--- src/rtl/assert_macros.svh ---
// Assertion macros shared by the line rasterizer modules.
`ifndef ASSERT_MACROS_SVH
`define ASSERT_MACROS_SVH

// Same-cycle implication, checked at every rising edge outside reset.
`define ASSERT_IMPLIES(name, clk, rst_n, ante, cons) \
	name: assert property (@(posedge clk) disable iff (!(rst_n)) (ante) |-> (cons)) \
		else $error("implication check failed");

// Next-cycle implication, checked at every rising edge outside reset.
`define ASSERT_NEXT(name, clk, rst_n, ante, cons) \
	name: assert property (@(posedge clk) disable iff (!(rst_n)) (ante) |=> (cons)) \
		else $error("next-cycle check failed");

`endif

--- src/rtl/clr_pkg.sv ---
// Types, constants and widths shared by the line rasterizer modules.
package clr_pkg;

	localparam int COORD_WIDTH = 16;
	localparam int SPAN_W      = COORD_WIDTH + 1;
	localparam int ERR_W       = COORD_WIDTH + 4;
	localparam int CLIP_W      = 15;
	localparam int CMP_W       = ((COORD_WIDTH > CLIP_W) ? COORD_WIDTH : CLIP_W) + 1;
	localparam int COLOR_W     = 8;
	localparam int CFG_IDX_W   = 2;
	localparam int IN_BITS     = 4 * COORD_WIDTH + 3 * COLOR_W;
	localparam int IN_DATA_W   = ((IN_BITS + 7) / 8) * 8;
	localparam int OUT_BITS    = 2 * COORD_WIDTH + 3 * COLOR_W;
	localparam int OUT_DATA_W  = ((OUT_BITS + 7) / 8) * 8;

	typedef enum logic {
		OP_START = 1'b0,
		OP_STEP  = 1'b1
	} opcode_t;

	typedef enum logic [CFG_IDX_W-1:0] {
		REG_CLIP_LEFT   = 2'd0,
		REG_CLIP_RIGHT  = 2'd1,
		REG_CLIP_TOP    = 2'd2,
		REG_CLIP_BOTTOM = 2'd3
	} cfg_reg_t;

	typedef logic signed [COORD_WIDTH-1:0] coord_t;
	typedef logic [SPAN_W-1:0] span_t;
	typedef logic [CLIP_W-1:0] clip_t;

	typedef struct packed {
		logic ymaj;
		logic yneg;
		logic xneg;
	} dir_t;

	typedef struct packed {
		logic [COLOR_W-1:0] red;
		logic [COLOR_W-1:0] green;
		logic [COLOR_W-1:0] blue;
	} color_t;

	typedef struct packed {
		coord_t x;
		coord_t y;
		span_t  span_major;
		span_t  span_minor;
		dir_t   dir;
		color_t color;
	} line_setup_t;

	typedef struct packed {
		logic   active;
		logic   last;
		coord_t x;
		coord_t y;
		color_t color;
	} walk_status_t;

endpackage

--- src/rtl/clipped_line_rasterizer_core.sv ---
// Top level of the clipped line rasterizer: stream ports, input and result registers.
// Order: a step transaction is captured in the input register when accepted; its
// pixel is loaded into the result register once that has room, and shown from there.
// Throughput: one transaction per cycle, start or step, but a step stalls behind a full,
// unaccepted result register. The walk's Bresenham update is an add, compare, subtract.
// Reset: arst_n clears the line, both registers' valid flags and the clip
// rectangle (left = right = top = bottom = 0).
`include "assert_macros.svh"

module clipped_line_rasterizer_core (
	input  logic                               clk,
	input  logic                               arst_n,
	// Slave stream: tdata = start_x, start_y, end_x, end_y, red, green, blue
	// (lowest bits first); tuser = opcode.
	input  logic                               s_axis_tvalid,
	output logic                               s_axis_tready,
	input  logic [clr_pkg::IN_DATA_W-1:0]      s_axis_tdata,
	input  logic                               s_axis_tuser,
	// Master stream: tdata = pixel_x, pixel_y, out_red, out_green, out_blue
	// (lowest bits first); tuser = visible; tlast = last_pixel.
	output logic                               m_axis_tvalid,
	input  logic                               m_axis_tready,
	output logic [clr_pkg::OUT_DATA_W-1:0]     m_axis_tdata,
	output logic                               m_axis_tuser,
	output logic                               m_axis_tlast,
	// Configuration write channel.
	input  logic                               cfg_valid,
	output logic                               cfg_ready,
	input  logic [clr_pkg::CFG_IDX_W-1:0]      cfg_index,
	input  logic [clr_pkg::CLIP_W-1:0]         cfg_data
);
	import clr_pkg::*;

	// Input register.
	logic                 s1_valid_q;
	opcode_t              s1_op_q;
	logic [IN_BITS-1:0]   s1_data_q;

	// Result register.
	logic                 m_valid_q;
	logic [OUT_BITS-1:0]  m_data_q;
	logic                 m_vis_q;
	logic                 m_last_q;

	coord_t       x1, y1, x2, y2;
	color_t       color_in;
	line_setup_t  setup;
	walk_status_t status;
	logic         visible;
	logic         out_free;
	logic         s1_emits;
	logic         s1_go;
	logic         load;
	logic         step;

	// Unpack the captured transaction.
	assign x1             = s1_data_q[0*COORD_WIDTH +: COORD_WIDTH];
	assign y1             = s1_data_q[1*COORD_WIDTH +: COORD_WIDTH];
	assign x2             = s1_data_q[2*COORD_WIDTH +: COORD_WIDTH];
	assign y2             = s1_data_q[3*COORD_WIDTH +: COORD_WIDTH];
	assign color_in.red   = s1_data_q[4*COORD_WIDTH +: COLOR_W];
	assign color_in.green = s1_data_q[4*COORD_WIDTH + COLOR_W +: COLOR_W];
	assign color_in.blue  = s1_data_q[4*COORD_WIDTH + 2*COLOR_W +: COLOR_W];

	// A step with an active line produces a pixel and needs room in the result
	// register; a start, or a step with no line, retires without output.
	assign out_free      = !m_valid_q || m_axis_tready;
	assign s1_emits      = s1_valid_q && (s1_op_q == OP_STEP) && status.active;
	assign s1_go         = s1_valid_q && (!s1_emits || out_free);
	assign load          = s1_go && (s1_op_q == OP_START);
	assign step          = s1_go && s1_emits;
	assign s_axis_tready = !s1_valid_q || s1_go;

	always_ff @(posedge clk or negedge arst_n) begin
		if (!arst_n) begin
			s1_valid_q <= 1'b0;
		end else if (s_axis_tready) begin
			s1_valid_q <= s_axis_tvalid;
		end
	end

	always_ff @(posedge clk) begin
		if (s_axis_tready && s_axis_tvalid) begin
			s1_op_q   <= opcode_t'(s_axis_tuser);
			s1_data_q <= s_axis_tdata[IN_BITS-1:0];
		end
	end

	clr_setup u_setup (
		.x1    (x1),
		.y1    (y1),
		.x2    (x2),
		.y2    (y2),
		.color (color_in),
		.setup (setup)
	);

	clr_walk u_walk (
		.clk    (clk),
		.arst_n (arst_n),
		.load   (load),
		.step   (step),
		.setup  (setup),
		.status (status)
	);

	clr_clip u_clip (
		.clk       (clk),
		.arst_n    (arst_n),
		.cfg_valid (cfg_valid),
		.cfg_ready (cfg_ready),
		.cfg_index (cfg_index),
		.cfg_data  (cfg_data),
		.x         (status.x),
		.y         (status.y),
		.visible   (visible)
	);

	// Result register: loads the current pixel of the walk as the walk advances.
	always_ff @(posedge clk or negedge arst_n) begin
		if (!arst_n) begin
			m_valid_q <= 1'b0;
		end else if (step) begin
			m_valid_q <= 1'b1;
		end else if (m_axis_tready) begin
			m_valid_q <= 1'b0;
		end
	end

	always_ff @(posedge clk) begin
		if (step) begin
			m_data_q <= {status.color.blue, status.color.green, status.color.red,
			             status.y, status.x};
			m_vis_q  <= visible;
			m_last_q <= status.last;
		end
	end

	assign m_axis_tvalid = m_valid_q;
	assign m_axis_tdata  = OUT_DATA_W'(m_data_q);
	assign m_axis_tuser  = m_vis_q;
	assign m_axis_tlast  = m_last_q;

	// Emitting the endpoint pixel ends the line.
	`ASSERT_NEXT(a_last_ends_line, clk, arst_n, step && status.last, !status.active)
	// A new result only ever follows a walk step.
	`ASSERT_IMPLIES(a_result_from_step, clk, arst_n, $rose(m_valid_q), $past(step))
	// The input side stalls only behind a full, unaccepted result register.
	`ASSERT_IMPLIES(a_stall_cause, clk, arst_n, !s_axis_tready, m_valid_q && !m_axis_tready)

endmodule

--- src/rtl/clr_setup.sv ---
// Line setup: spans, walk directions and major axis from two endpoints.
module clr_setup (
	input  clr_pkg::coord_t      x1,
	input  clr_pkg::coord_t      y1,
	input  clr_pkg::coord_t      x2,
	input  clr_pkg::coord_t      y2,
	input  clr_pkg::color_t      color,
	output clr_pkg::line_setup_t setup
);
	import clr_pkg::*;

	logic signed [SPAN_W-1:0] dx;
	logic signed [SPAN_W-1:0] dy;
	span_t adx;
	span_t ady;
	logic  xneg;
	logic  yneg;
	logic  ymaj;

	// Differences are one bit wider than a coordinate, so they never overflow.
	assign dx   = $signed({x1[COORD_WIDTH-1], x1}) - $signed({x2[COORD_WIDTH-1], x2});
	assign dy   = $signed({y1[COORD_WIDTH-1], y1}) - $signed({y2[COORD_WIDTH-1], y2});
	assign adx  = dx[SPAN_W-1] ? span_t'(-dx) : span_t'(dx);
	assign ady  = dy[SPAN_W-1] ? span_t'(-dy) : span_t'(dy);
	assign xneg = !(x2 > x1);
	assign yneg = !(y2 > y1);
	assign ymaj = adx < ady;

	always_comb begin
		setup            = '0;
		setup.x          = x1;
		setup.y          = y1;
		setup.span_major = ymaj ? ady : adx;
		setup.span_minor = ymaj ? adx : ady;
		setup.dir.xneg   = xneg;
		setup.dir.yneg   = yneg;
		setup.dir.ymaj   = ymaj;
		setup.color      = color;
	end

endmodule

--- src/rtl/clr_walk.sv ---
// Bresenham walk state and its combinational step update logic.
`include "assert_macros.svh"

module clr_walk (
	input  logic                  clk,
	input  logic                  arst_n,
	input  logic                  load,
	input  logic                  step,
	input  clr_pkg::line_setup_t  setup,
	output clr_pkg::walk_status_t status
);
	import clr_pkg::*;

	logic             active_q;
	coord_t           x_q;
	coord_t           y_q;
	span_t            major_q;
	span_t            minor_q;
	logic [ERR_W-1:0] err_q;
	span_t            steps_q;
	dir_t             dir_q;
	color_t           color_q;

	logic [ERR_W-1:0] twice_major;
	logic [ERR_W-1:0] err_sum;
	logic [ERR_W-1:0] err_next;
	logic             minor_pos;
	logic             take_minor;
	logic             move_x;
	logic             move_y;
	logic             last;
	coord_t           x_next;
	coord_t           y_next;

	assign twice_major = ERR_W'({major_q, 1'b0});
	assign err_sum     = err_q + ERR_W'({minor_q, 1'b0});
	assign minor_pos   = dir_q.ymaj ? !dir_q.xneg : !dir_q.yneg;
	assign take_minor  = (err_sum > twice_major) || (minor_pos && (err_sum == twice_major));
	assign err_next    = take_minor ? (err_sum - twice_major) : err_sum;
	assign move_x      = !dir_q.ymaj || take_minor;
	assign move_y      = dir_q.ymaj || take_minor;
	assign last        = (steps_q == '0);

	always_comb begin
		x_next = x_q;
		y_next = y_q;
		if (move_x) begin
			x_next = dir_q.xneg ? (x_q - COORD_WIDTH'(1)) : (x_q + COORD_WIDTH'(1));
		end
		if (move_y) begin
			y_next = dir_q.yneg ? (y_q - COORD_WIDTH'(1)) : (y_q + COORD_WIDTH'(1));
		end
	end

	always_ff @(posedge clk or negedge arst_n) begin
		if (!arst_n) begin
			active_q <= 1'b0;
		end else if (load) begin
			active_q <= 1'b1;
		end else if (step && last) begin
			active_q <= 1'b0;
		end
	end

	always_ff @(posedge clk) begin
		if (load) begin
			x_q     <= setup.x;
			y_q     <= setup.y;
			major_q <= setup.span_major;
			minor_q <= setup.span_minor;
			err_q   <= ERR_W'(setup.span_major);
			steps_q <= setup.span_major;
			dir_q   <= setup.dir;
			color_q <= setup.color;
		end else if (step && !last) begin
			x_q     <= x_next;
			y_q     <= y_next;
			err_q   <= err_next;
			steps_q <= steps_q - SPAN_W'(1);
		end
	end

	always_comb begin
		status        = '0;
		status.active = active_q;
		status.last   = last;
		status.x      = x_q;
		status.y      = y_q;
		status.color  = color_q;
	end

	// The error term stays within twice the major span for a whole line.
	`ASSERT_IMPLIES(a_err_bounded, clk, arst_n, active_q, err_q <= twice_major)
	`ASSERT_NEXT(a_load_activates, clk, arst_n, load, active_q)

endmodule

--- src/rtl/clr_clip.sv ---
// Clip rectangle registers and the inclusive point-in-rectangle test.
module clr_clip (
	input  logic                           clk,
	input  logic                           arst_n,
	input  logic                           cfg_valid,
	output logic                           cfg_ready,
	input  logic [clr_pkg::CFG_IDX_W-1:0]  cfg_index,
	input  logic [clr_pkg::CLIP_W-1:0]     cfg_data,
	input  clr_pkg::coord_t                x,
	input  clr_pkg::coord_t                y,
	output logic                           visible
);
	import clr_pkg::*;

	clip_t left_q;
	clip_t right_q;
	clip_t top_q;
	clip_t bottom_q;

	logic signed [CMP_W-1:0] xe;
	logic signed [CMP_W-1:0] ye;

	assign cfg_ready = 1'b1;

	always_ff @(posedge clk or negedge arst_n) begin
		if (!arst_n) begin
			left_q   <= '0;
			right_q  <= '0;
			top_q    <= '0;
			bottom_q <= '0;
		end else if (cfg_valid) begin
			unique case (cfg_reg_t'(cfg_index))
				REG_CLIP_LEFT:   left_q   <= cfg_data;
				REG_CLIP_RIGHT:  right_q  <= cfg_data;
				REG_CLIP_TOP:    top_q    <= cfg_data;
				REG_CLIP_BOTTOM: bottom_q <= cfg_data;
				default: ;
			endcase
		end
	end

	// Coordinates are sign-extended, bounds zero-extended, so negative
	// positions always fall outside.
	assign xe = $signed({{(CMP_W-COORD_WIDTH){x[COORD_WIDTH-1]}}, x});
	assign ye = $signed({{(CMP_W-COORD_WIDTH){y[COORD_WIDTH-1]}}, y});

	assign visible = (xe >= $signed({{(CMP_W-CLIP_W){1'b0}}, left_q}))
	              && (xe <= $signed({{(CMP_W-CLIP_W){1'b0}}, right_q}))
	              && (ye >= $signed({{(CMP_W-CLIP_W){1'b0}}, top_q}))
	              && (ye <= $signed({{(CMP_W-CLIP_W){1'b0}}, bottom_q}));

endmodule

--- config.mk ---
export PLATFORM = sky130hd
export DESIGN_NAME = clipped_line_rasterizer_core
export DESIGN_NICKNAME = d
export VERILOG_FILES = /design/src/rtl/clr_pkg.sv /design/src/rtl/clipped_line_rasterizer_core.sv /design/src/rtl/clr_setup.sv /design/src/rtl/clr_walk.sv /design/src/rtl/clr_clip.sv
export VERILOG_INCLUDE_DIRS = /design/src /design/src/rtl
export SDC_FILE = /design/constraint.sdc
export NUM_CORES = 1
export LEC_CHECK = 0
export BUFFER_PORTS_ARGS = -buffer_cell sky130_fd_sc_hd__buf_4
export CAP_MARGIN = 20
export CORE_MARGIN = 5
export CORE_UTILIZATION = 55
export CTS_CLUSTER_SIZE = 8
export DETAILED_ROUTE_END_ITERATION = 10
export PLACE_DENSITY = 0.83
export SETUP_SLACK_MARGIN = 0.5
export SLEW_MARGIN = 25
export SYNTH_ARGS = -nofsm -noshare
export SYNTH_HDL_FRONTEND = slang
export SYNTH_SLANG_ARGS = --single-unit
--- constraint.sdc ---
create_clock -name clk -period 7.95 [get_ports clk]
set_input_delay 0.3975 -clock clk [delete_from_list [all_inputs] [get_ports clk]]
set_output_delay 0.3975 -clock clk [all_outputs]
set_load 0.02 [all_outputs]
# Word-level counts from Yosys, hierarchy flattened
# Cells that the tools add are included.
# totals
regBits	340
input_bits	111
# op_classes
addsub	11
magnitude_cmp	8
n_eq_ne	4
n_mux	22
bitwise_logic	1
reduce_logical	40
# op_table
operator	count
$mux 17	8
$mux 16	8
$neg 17->17	2
$sub 16x16->17	2
$add 16x2->16 const B	2
$ge 16x16->1	2
$gt 16x16->1	2
$le 16x16->1	2
$sub 16x2->16 const B	2
$add 20x18->20	1
$eq 20x18->1	1
$gt 20x18->1	1
$mux 20	1
$sub 20x18->20	1
$logic_not 17->1	1
$lt 17x17->1	1
$sub 17x1->17 const B	1
$logic_and 1x1->1	12
$reduce_and 2->1	6
$reduce_bool 2->1	5
$logic_not 1->1	9
$logic_or 1x1->1	6
$mux 1	5
$eq 2x2->1 const B	2
3 further kinds	3

# Logic depth before layout (Yosys ltp)
# logic_depth
word_depth	9
ltp_mapped	23
depth_no_buf	23

# By module
# Synthesis repeated with hierarchy kept, for this count alone.
# hier_totals
hier_cells	1805
hier_area_um2	20269.4
# by_module_without_submodules
mod	n_inst	cells_per_inst	area_per_inst_um2	seq_area_each_um2
clr_walk	1	784	8284.2	3898.7
clipped_line_rasterizer_core	1	157	4530.6	4464.3
clr_clip	1	356	3728.6	1501.4
clr_setup	1	508	3726.1	0.0

# Worst setup path before layout
# Ideal clock, no wire load.
# synth_path
kind	flip-flop to flip-flop
startpoint	reg m_valid_q (netlist: m_axis_tvalid)
endpoint	reg u_walk.y_q[0] (enable)
setup_time_ns	0.411
arrival_ns	5.292
t_required_ns	7.539
slack_ns	2.247
path_stages_with_launch	5
n_path_buf	0
path_cell_list	dfrtp_1 > nand2b_1 > nor2b_1 > nand2_1 > o21ai_0
# synth_between
elab_chain_len	8
# synth_lines
element	line_no	source
start: declaration	clipped_line_rasterizer_core.sv:40	logic m_valid_q;
start signal: assignment	clipped_line_rasterizer_core.sv:122	m_valid_q <= 1'b0;
start signal: assignment	clipped_line_rasterizer_core.sv:124	m_valid_q <= 1'b1;
start signal: assignment	clipped_line_rasterizer_core.sv:126	m_valid_q <= 1'b0;
$logic_not 1->1	clipped_line_rasterizer_core.sv:67	assign out_free = !m_valid_q || m_axis_tready;
$logic_or 1x1->1	clipped_line_rasterizer_core.sv:67	
$logic_or 1x1->1	clipped_line_rasterizer_core.sv:69	assign s1_go = s1_valid_q && (!s1_emits || out_free);
$logic_and 1x1->1	clipped_line_rasterizer_core.sv:69	
$logic_and 1x1->1	clipped_line_rasterizer_core.sv:71	assign step = s1_go && s1_emits;
net step	clipped_line_rasterizer_core.sv:54	logic step;
$logic_and 1x1->1	clr_walk.sv:75	end else if (step && !last) begin
$reduce_bool 2->1 (no line)	n/a	
$reduce_and 2->1 (no line)	n/a	
end signal: assignment	clr_walk.sv:68	y_q <= setup.y;
end signal: assignment	clr_walk.sv:77	y_q <= y_next;
end: declaration	clr_walk.sv:16	coord_t y_q;
# The timed path passes the listed nets, and every way through them passes these cells.
# A chain may end at the register's enable or synchronous reset.

==> flow_summary_export.csv <==
group,metric,value,unit
outcome,outcome,"completed",
worst_hold_path,worst_hold_path_type,"in2reg",
placed_design,dp.final_hpwl,35500,µm
power_and_ir_drop,cellPowerDensity,378,mW/mm²
logic_synthesis,synth_enable_flop_cells,274,
global_route,grt_first_pass_wirelength,77500,µm
logic_synthesis,dominant_combinational_cell_family_by_area_after_synthesis,"compound AO/OA/AOI/OAI gates",
clock_tree,clkLatencyLatePin,570,ps
logic_synthesis,post_synth_inst_count,1767,
timing,hold_viol_final,0,
finish,layout-area-overhead-vs-synth,19.5,%
critical_path,worst-path-max-fanout,18,
global_route,vias_in_the_first_global_route,14700,
detailed_routing,firstDrtPassIters,9,
worst_hold_path,hold-path-cell-count,1,
floorplan,fp.dieArea,0.0396,mm²
critical_path,worst_ep_required_time,8270,ps
worst_hold_path,worstHoldStart,"s_axis_tdata[26]",
critical_path,delay_contributed_by_the_slowest_stage_of_the_critical_path,540,ps
global_route,number_of_antenna_violations_at_the_first_check_in_global_routing,1,
timing,final_cycle_utilization_of_the_critical_path,0.740,
detailed_routing,drt_iter0_drc,1181,
logic_synthesis,synth_top_cells_by_area,"sky130_fd_sc_hd__edfxtp_1 42%, sky130_fd_sc_hd__ha_1 11%, sky130_fd_sc_hd__dfrtp_1 8.0%, sky130_fd_sc_hd__inv_1 3.4%, sky130_fd_sc_hd__a21oi_1 3.3%",
placed_design,dpl_worst_slack,1950,ps
detailed_routing,detailroute.via_count,14800,
logic_synthesis,netlist_area,0.0196,mm²
critical_path,r2r_slack,2070,ps
logic_synthesis,synth.ff_latch_count,340,
finish,design.final.nets,2318,
placed_design,post_dp_cell_area,0.0214,mm²
floorplan,floorplan.initialDensity,0.555,
critical_path,reg2reg_from,"s1_data_q[2]$_DFFE_PP_",
flow_run,max_cap_violations,0,
logic_synthesis,ys_dominant_reg_cell,"sky130_fd_sc_hd__edfxtp_1",
finish,final_cell_count_without_fillers,2516,
critical_path,worstReg2RegEnd,"u_walk.steps_q[0]$_DFFE_PP_",
logic_synthesis,synth_fa_ha_area_frac,0.118,
detailed_routing,finalWirelength,50000,µm
timing,rsz_0062_raised_after_global_routing,"false",
critical_path,cp_cell_sequence,"ha_1, nor2b_1, o31a_1, o41a_1, o221a_4, o41a_1, and2_0, nor2_1, xnor2_1, inv_1, ha_1, or4_1, a21oi_1, o211ai_1, a21oi_4, buf_16, buf_4, mux2i_1, and2_1, a21o_1",
logic_synthesis,synthDominantCellAreaShare,0.419,
floorplan,floorplan.die.height,199,µm
logic_synthesis,synthSimpleGateAreaFrac,0.107,
floorplan,coreArea,0.0354,mm²
logic_synthesis,synth.area.mux_share,0.0472,
logic_synthesis,ys_async_sr_fraction,0.185,
timing,maxSlewHeadroom,0.393,
logic_synthesis,syn-mean-instance-area,11.1,µm²
clock_tree,worst_setup_hold_path_clk_slew,50,ps
clock_tree,cts_max_level,2,
logic_synthesis,synth_xor_area_frac,0.0489,
timing,final-max-slew-violation-count,0,
power_and_ir_drop,power.leakage,10.1,nW
timing,setup_viol_count_final,0,
detailed_routing,drt-wirelength-per-cell,19.9,µm
clock_tree,cts_inserted_buffers,48,
global_route,gr-total-overflow,0,
clock_tree,clockRootBuffer,"sky130_fd_sc_hd__clkbuf_16",
timing,final.setup_skew,23.2,ps
global_route,grt_start_max_net_pins,86,
detailed_routing,vias_per_cell,5.89,
placed_design,gp_congestion,0.942,
worst_hold_path,hold_path_end,"s1_data_q[26]$_DFFE_PP_",
finish,final_layout_size_suffix_gt1_frac,0.155,
critical_path,critical_path_type,"reg2reg",
power_and_ir_drop,worst_case_vdd_ir_drop,0.222,mV
logic_synthesis,post-synth-top-area-cell,"sky130_fd_sc_hd__edfxtp_1",
logic_synthesis,yosys.cell_types.count,85,
timing,setup_tns,0,ps
detailed_routing,final_antenna_net_count,0,
critical_path,worstSetupEndpointType,"flip-flop",
critical_path,worstSetupStartpointType,"flip-flop",
clock_tree,cts_buffer_depth,3,
finish,layout.cell_area.non_filler,0.0235,mm²
clock_tree,cts_tree,"built",
timing,worstMarginPinSlew,900,ps
critical_path,cell_depth_of_the_worst_flop_to_flop_path,20,
placed_design,numPortBuffers,170,
placed_design,placedCellCount,2371,
floorplan,boundaryPins,172,
critical_path,timing.critical_path.slowest_stage_cell,"sky130_fd_sc_hd__a21oi_4",
floorplan,std_cell_rows,69,
detailed_routing,route.detailed.drc,0,
floorplan,dieWidth,199,µm
logic_synthesis,synth_compound_gate_area_share,0.135,
clock_tree,clock_sink_count,340,
logic_synthesis,most_common_cell_in_the_synthesized_netlist,"sky130_fd_sc_hd__edfxtp_1",
timing,clock.fmax,0.170,GHz
critical_path,arrival,6200,ps
logic_synthesis,yosysWarnings,0,
global_route,grt_total_usage,0.247,
logic_synthesis,seq_area_frac_synth,0.502,
logic_synthesis,ranking_of_synthesized_cells_by_instance_count,"274 x sky130_fd_sc_hd__edfxtp_1, 178 x sky130_fd_sc_hd__inv_1, 175 x sky130_fd_sc_hd__ha_1",
logic_synthesis,synth.net_count,2059,
timing,final.min_clock_period,5880,ps
timing,fin_ws,2070,ps
==> what timing repair did <==
action / 4_1_cts / 5_1_grt
hold endpoints to repair: 127 / 0
setup buffers: 0 / 0
resized for setup: 0 / 0
hold buffers: 65 / 0
==> state kept, by name (all words and copies together) (netlist names), 3 cells and up <==
register and flops:
u_walk.err_q 20, u_walk.minor_q 17, u_walk.x_q 16, u_walk.steps_q 17, u_walk.y_q 16, u_clip.bottom_q 15
u_clip.top_q 15, u_clip.left_q 15, u_clip.right_q 15, m_axis_tdata 56, u_walk.dir_q 3, u_walk.status 24
s1_data_q 88, u_walk.major_q 17
==> placed cells by master, fill, tap and decap left out, drive strengths merged, types with 41 or more instances in the layout <==
cell         count
nor2           125
a21o            41
clkbuf          75
dfrtp           63
inv            180
ha             175
mux2            53
a21oi          131
dlygate4sd3     65
nand2          103
edfxtp         274
xnor2           57
o21ai           77
buf            179
xor2            51
==> cell type report <==
class / instances / area (µm²)
Inverter: 179 / 674
Antenna cell: 1 / 2.50
Tap cell: 461 / 577
Fill cell: 2565 / 11900
Timing Repair Buffer: 244 / 2020
Clock inverter: 3 / 30.0
Sequential cell: 340 / 9860
Clock buffer: 75 / 1300
Multi-Input combinational cell: 1213 / 8990
==> critical path, delay by kind of cell, from the launching register on <==
| family | cells | cell delay (ps) |
|---|---|---|
| compound gates | 8 | 2460 |
| xor+xnor | 1 | 170 |
| fa+ha+maj | 2 | 590 |
| buf+inv | 3 | 540 |
| flops | 1 | 390 |
| mux | 1 | 120 |
| simple gates | 5 | 1340 |
==> logic make-up after synthesis <==
group,after synthesis
XOR/XNOR,108
AND/OR/NAND/NOR,427
multiplexers,86
flip-flops,340
adder cells (fa/ha/maj),181
other,1
AO/OA/AOI/OAI,410
buffers and inverters,214
==> worst max path at each step <==
stage	from	end	slack, ps	depth (start not counted)
after global placement	s1_data_q[0]$_DFFE_PP_	u_walk.steps_q[0]$_DFFE_PP_	2120	21
after global routing	s1_data_q[0]$_DFFE_PP_	u_walk.err_q[2]$_DFFE_PP_	1740	22
after floorplan	m_axis_tvalid$_DFFE_PN0P_	u_walk.y_q[0]$_DFFE_PP_	2250	4
after detailed placement	s1_data_q[0]$_DFFE_PP_	u_walk.steps_q[0]$_DFFE_PP_	1950	21
after CTS	s1_data_q[0]$_DFFE_PP_	u_walk.steps_q[0]$_DFFE_PP_	1910	21
final	s1_data_q[2]$_DFFE_PP_	u_walk.steps_q[0]$_DFFE_PP_	2070	20
==> where the power goes <==
group	switching (mW)	leakage [nW]	internal, mW
registers	0.230	3.39	2.42
logic	2.54	6.04	1.83
clock network	0.736	0.639	1.11
==> routing by layer <==
| layer | GRT usage | vias up | part of all wire |
|---|---|---|---|
| met5 | 0 | - | 0.00026 |
| met4 | 0.0899 | 2 | 0.031 |
| met3 | 0.0398 | 125 | 0.067 |
| met2 | 0.419 | 564 | 0.49 |
| met1 | 0.323 | 7154 | 0.41 |
| li1 | - | 6974 | - |
==> metrics by stage <==
step                hold slack [ps]  utilization  total power [mW]
CTS                           0.310        0.662              8.79
detailed placement              405        0.606              6.87
global route                   2.44        0.663              9.44
floorplan                       102            -              5.80
global placement                401        0.606              6.68
finish                         26.6        0.663              8.87
Power figures use the tool's default switching activity.
